**src/hw/rtl/target_to_body_frame_core_assert.svh**
```systemverilog
// Assertion macros shared by the target-to-body-frame RTL
`ifndef TARGET_TO_BODY_FRAME_CORE_ASSERT_SVH
`define TARGET_TO_BODY_FRAME_CORE_ASSERT_SVH
`ifndef NO_ASSERTIONS
// Check a property at every enabled clock edge
`define TTBF_ASSERT(lbl, clk, rst_n, prop) \
  lbl: assert property (@(posedge clk) disable iff (!rst_n) (prop)) \
    else $error("ttbf check failed");
// Check that a condition leads to a consequence in the next cycle
`define TTBF_ASSERT_NEXT(lbl, clk, rst_n, ante, cons) \
  lbl: assert property (@(posedge clk) disable iff (!rst_n) (ante) |=> (cons)) \
    else $error("ttbf check failed");
`else
`define TTBF_ASSERT(lbl, clk, rst_n, prop)
`define TTBF_ASSERT_NEXT(lbl, clk, rst_n, ante, cons)
`endif
`endif

```
**src/hw/rtl/ttbf_pkg.sv**
```systemverilog
// Shared constants, arctan table and gain helper for the target-to-body-frame core
package ttbf_pkg;

  localparam int DEF_ITERATIONS  = 16;
  localparam int DEF_COORD_WIDTH = 24;
  localparam int GUARD           = 8;
  localparam int HEADING_W       = 16;
  localparam int ANGLE_W         = 32;
  localparam int ATAN_ENTRIES    = 24;

  // Binary angle marks in heading units
  localparam logic [HEADING_W-1:0] QUARTER_H       = HEADING_W'(1) << (HEADING_W - 2);
  localparam logic [HEADING_W-1:0] HALF_H          = HEADING_W'(1) << (HEADING_W - 1);
  localparam logic [HEADING_W-1:0] THREE_QUARTER_H = QUARTER_H | HALF_H;

  // atan(2^-i) in 32-bit binary angle units, truncated
  localparam logic [ANGLE_W-1:0] ATAN_UNITS [ATAN_ENTRIES] = '{
    32'd536870912, 32'd316933406, 32'd167458907, 32'd85004756,
    32'd42667331,  32'd21354465,  32'd10680862,  32'd5340245,
    32'd2670163,   32'd1335087,   32'd667544,    32'd333772,
    32'd166886,    32'd83443,     32'd41721,     32'd20860,
    32'd10430,     32'd5215,      32'd2607,      32'd1303,
    32'd651,       32'd325,       32'd162,       32'd81
  };

  // CORDIC gain in Q30: integer square root of the Q60 squared gain
  function automatic logic [63:0] gain_root(input int n);
    logic [63:0] p;
    logic [63:0] num;
    logic [63:0] res;
    logic [63:0] bit_v;
    p = 64'd1 << 60;
    for (int i = 0; i < n; i++) begin
      p = p + (p >> (2 * i));
    end
    num   = p;
    res   = '0;
    bit_v = 64'd1 << 62;
    for (int k = 0; k < 32; k++) begin
      if (num >= res + bit_v) begin
        num = num - (res + bit_v);
        res = (res >> 1) + bit_v;
      end else begin
        res = res >> 1;
      end
      bit_v = bit_v >> 2;
    end
    if (res == 64'd0) begin
      res = 64'd1;
    end
    return res;
  endfunction

endpackage

```
**src/hw/rtl/ttbf_cell.sv**
```systemverilog
// One CORDIC rotation cell: a single arctan step on (x, y, z)
module ttbf_cell #(
  parameter int W     = 36,
  parameter int STAGE = 0
) (
  input  logic                                clk,
  input  logic                                en,
  input  logic signed [W-1:0]                 x_in,
  input  logic signed [W-1:0]                 y_in,
  input  logic signed [ttbf_pkg::ANGLE_W-1:0] z_in,
  output logic signed [W-1:0]                 x_out,
  output logic signed [W-1:0]                 y_out,
  output logic signed [ttbf_pkg::ANGLE_W-1:0] z_out
);
  import ttbf_pkg::*;

  localparam logic signed [ANGLE_W-1:0] ATAN = ATAN_UNITS[STAGE];

  logic signed [W-1:0]       x_r, x_nxt;
  logic signed [W-1:0]       y_r, y_nxt;
  logic signed [ANGLE_W-1:0] z_r, z_nxt;
  logic signed [W-1:0]       xs;
  logic signed [W-1:0]       ys;

  // Rotate toward zero residual angle
  always_comb begin
    xs = x_in >>> STAGE;
    ys = y_in >>> STAGE;
    if (!z_in[ANGLE_W-1]) begin
      x_nxt = x_in - ys;
      y_nxt = y_in + xs;
      z_nxt = z_in - ATAN;
    end else begin
      x_nxt = x_in + ys;
      y_nxt = y_in - xs;
      z_nxt = z_in + ATAN;
    end
  end

  // Hand the result to the next cell
  always_ff @(posedge clk) begin
    if (en) begin
      x_r <= x_nxt;
      y_r <= y_nxt;
      z_r <= z_nxt;
    end
  end

  assign x_out = x_r;
  assign y_out = y_r;
  assign z_out = z_r;

endmodule

```
**config.mk**
```make
export PLATFORM = sky130hd
export DESIGN_NAME = ttbf_cell
export DESIGN_NICKNAME = d
export VERILOG_FILES = /design/src/hw/rtl/target_to_body_frame_core_assert.svh /design/src/hw/rtl/ttbf_pkg.sv /design/src/hw/rtl/ttbf_cell.sv
export SDC_FILE = /design/constraint.sdc
export NUM_CORES = 1
export LEC_CHECK = 0
export ABC_AREA = 1
export BUFFER_PORTS_ARGS = -buffer_cell sky130_fd_sc_hd__buf_2
export CAP_MARGIN = 25
export CORE_ASPECT_RATIO = 0.8
export CORE_MARGIN = 4
export CORE_UTILIZATION = 58
export CTS_BUF_LIST = sky130_fd_sc_hd__clkbuf_16
export CTS_CLUSTER_SIZE = 8
export DETAILED_ROUTE_END_ITERATION = 16
export HOLD_SLACK_MARGIN = 0.03
export PLACE_DENSITY = 0.95
export SLEW_MARGIN = 0
export SYNTH_ARGS = -nofsm -noshare
export SYNTH_HDL_FRONTEND = slang
export SYNTH_SLANG_ARGS = --single-unit
```
**constraint.sdc**
```tcl
create_clock -name clk -period 2.4 [get_ports clk]
set_input_delay 0.24 -clock clk [delete_from_list [all_inputs] [get_ports clk]]
set_output_delay 0.24 -clock clk [all_outputs]
set_load 0.03 [all_outputs]
```
==> impl_metrics.ini <==
[route]
wl_per_cell_um = 18.9
first_pass_iters = 7
drt_wl_total_um = 44100
drtIter0Drc = 2194
vias = 13526
drc_errors = 0
antenna_left = 0
vias_per_cell = 5.81

[synthesis]
synth.avg_cell_area_sq_um = 6.63
yosys_register_bits = 103
syn_inst = 1670
synth_nets = 1889
ys_seq_area_share_pct = 27.9
syn_area_sq_um = 11100
ys_types = 43
synth_warnings = 0

[worst_setup_path]
crit_arrival_ns = 2.42
critPathKind = primary input to flip-flop
cp-startpoint = x_in[10]
endpoint = x_out[23]
cp-end-kind = flip-flop
cp_max_fo = 6
cp-start-kind = primary input
cp.required_ns = 2.51

[global_routing]
met1_usage_pct = 56.4
grt_pass1_vias = 12487
top_usage_layer = met2
grt_max_degree = 70
antenna_found_initial = 0
grt-ovfl-total = 0
use_met3_pct = 10.1
grtUsageTotal_pct = 39.4
use_met2_pct = 58.7
grt_first_pass_wirelength_um = 66300

[floorplan]
io_pins = 210
num_rows = 44
core-area_sq_um = 18400
start_util_pct = 60.0
dieArea_sq_um = 21400
die_w_um = 162
die_h_um = 132

[sta]
slew_headroom_pct = 66.0
fmax_mhz = 433
setup_ws_ns = 0.0901
finalSetupViolations = 0
post-route-min-period_ns = 2.31
fin_crit_sh_pct = 96.2
fin_setup_tns_ns = 0
worst_slew_pin_slew_ns = 0.509
rsz0062_at_grt = no
hold_violations = 0
finalMaxSlewViolations = 0

[placed_design]
post-place-ws_ns = -0.148
gp_congestion = 1.10
dp.final_hpwl_um = 36300
io_buffers = 209

[run_status]
outcome = completed

[pwr]
power_mw = 7.57
p_per_area_nw_per_um2 = 531
irDropWorstVdd_v = 0.000365
power_leakage_nw = 7.62

[hold_path]
holdCritPathClass = primary input to flip-flop

[cells_and_area]
final_cell_mix = nand2_1 (496), inv_1 (238), buf_4 (222)
area_growth_pct = 28.8
final_common_cell = nand2_1
finalNetCount = 2291
fillCellCount = 1398
diodes = 0
layout-drive-gt1-share_pct = 24.9

[clock_tree]
cts_resized = 0
clkTransAtPathRegs_ns = 0.09
cts-root-buf = clkbuf_16
clockBufferDepth = 2
post-cts-setup-buffer-count = 0
tritoncts = yes
numCtsBuffers = 9
cts.sinks = 103
cts_max_level = 3
ctsHoldBuffers = 0

[run]
cap_violations = 0
==> worst min-delay path by stage <==
stage	from	endpoint	slack, ns	cells after the start
3_3_place_gp	z_in[28]	z_out[28]	0.42	1
2_1_floorplan	z_in[0]	z_out[0]	0.34	0
3_5_place_dp	z_in[11]	z_out[11]	0.42	1
4_1_cts	z_in[12]	z_out[12]	0.04	1
6_report	z_in[12]	z_out[12]	0.04	1
5_1_grt	z_in[12]	z_out[12]	0.03	1
==> cells in the mapped netlist (all sizes together) <==
cell type    n  area (sq um)
xor2        26           228
a21boi       4          33.8
nor3        16           100
ha         109          1360
buf         34           234
o21bai      18           135
clkbuf      12          46.3
or2          5          31.3
o22ai        9          56.3
nand2      509          1940
o31ai        3          22.5
a21o         7          52.6
xnor2        1          8.76
nor4         3          25.0
a21oi      123           634
fa           4          80.1
nand4        6          37.5
inv        258           968
nor2       160           641
edfxtp     103          3090
o211ai       2          15.0
and2         2          12.5
a31oi        4          25.0
o21ai       90           454
nand3      162           826
==> cell families after synthesis <==
group / Yosys count / synth area share, %
xor gates and xnor gates: 27 / 2.14
DFF: 103 / 27.9
and+or+nand+nor: 863 / 32.7
AOI/OAI and AO/OA: 260 / 12.9
buffers and inverters: 304 / 11.3
adders and majority gates: 113 / 13.0
==> power by group <==
group          internal (mW)  total (mW)  leakage, nW  switching [mW]
Combinational           1.26        3.64         6.46            2.38
Sequential              2.27        2.34         1.01          0.0780
Clock                  0.753        1.59        0.150           0.838
==> final cells by class <==
cell class	count	area, sq um	share of cell area [%]
clock inverter	7	81.3	0.570
tap	253	317	2.22
sequential	103	3090	21.7
timing repair buffer	437	2850	20.0
clock buffer	9	225	1.58
multi-input combinational	1263	6730	47.2
inverter	258	968	6.79
==> per-stage QoR <==
stage	hold slack (ns)	cell area (sq um)	instances	utilization, %
final	0.0390	14300	2330	77.3
after global placement	0.416	14000	2314	75.6
after floorplan	0.339	11100	1670	-
after global routing	0.0317	14300	2330	77.3
after CTS	0.0404	14300	2330	77.3
after detailed placement	0.418	14000	2314	75.6
==> sequential cells by signal (all words and copies together), names as in the netlist <==
| name | flops |
|---|---|
| x_out | 36 |
| y_out | 35 |
| z_out | 32 |
==> metal layers <==
layer / wire [um] / up-vias
li1: - / 6169
met2: 18000 / 1133
met5: 0 / -
met1: 17500 / 6025
met4: 1750 / 0
met3: 6840 / 199
==> worst max-delay path: stages <==
cell and delay, ns:
buf_2 0.11, inv_1 0.06, ha_1 0.33, buf_4 0.18
nand2_1 0.16, inv_1 0.08, nand2_1 0.07, nand2_1 0.10
a21oi_1 0.30, nand2_1 0.19, a21oi_1 0.28, nand2_1 0.12
nand3_1 0.12, nand2_1 0.08
Note: power is estimated with default switching activity, not from simulation.
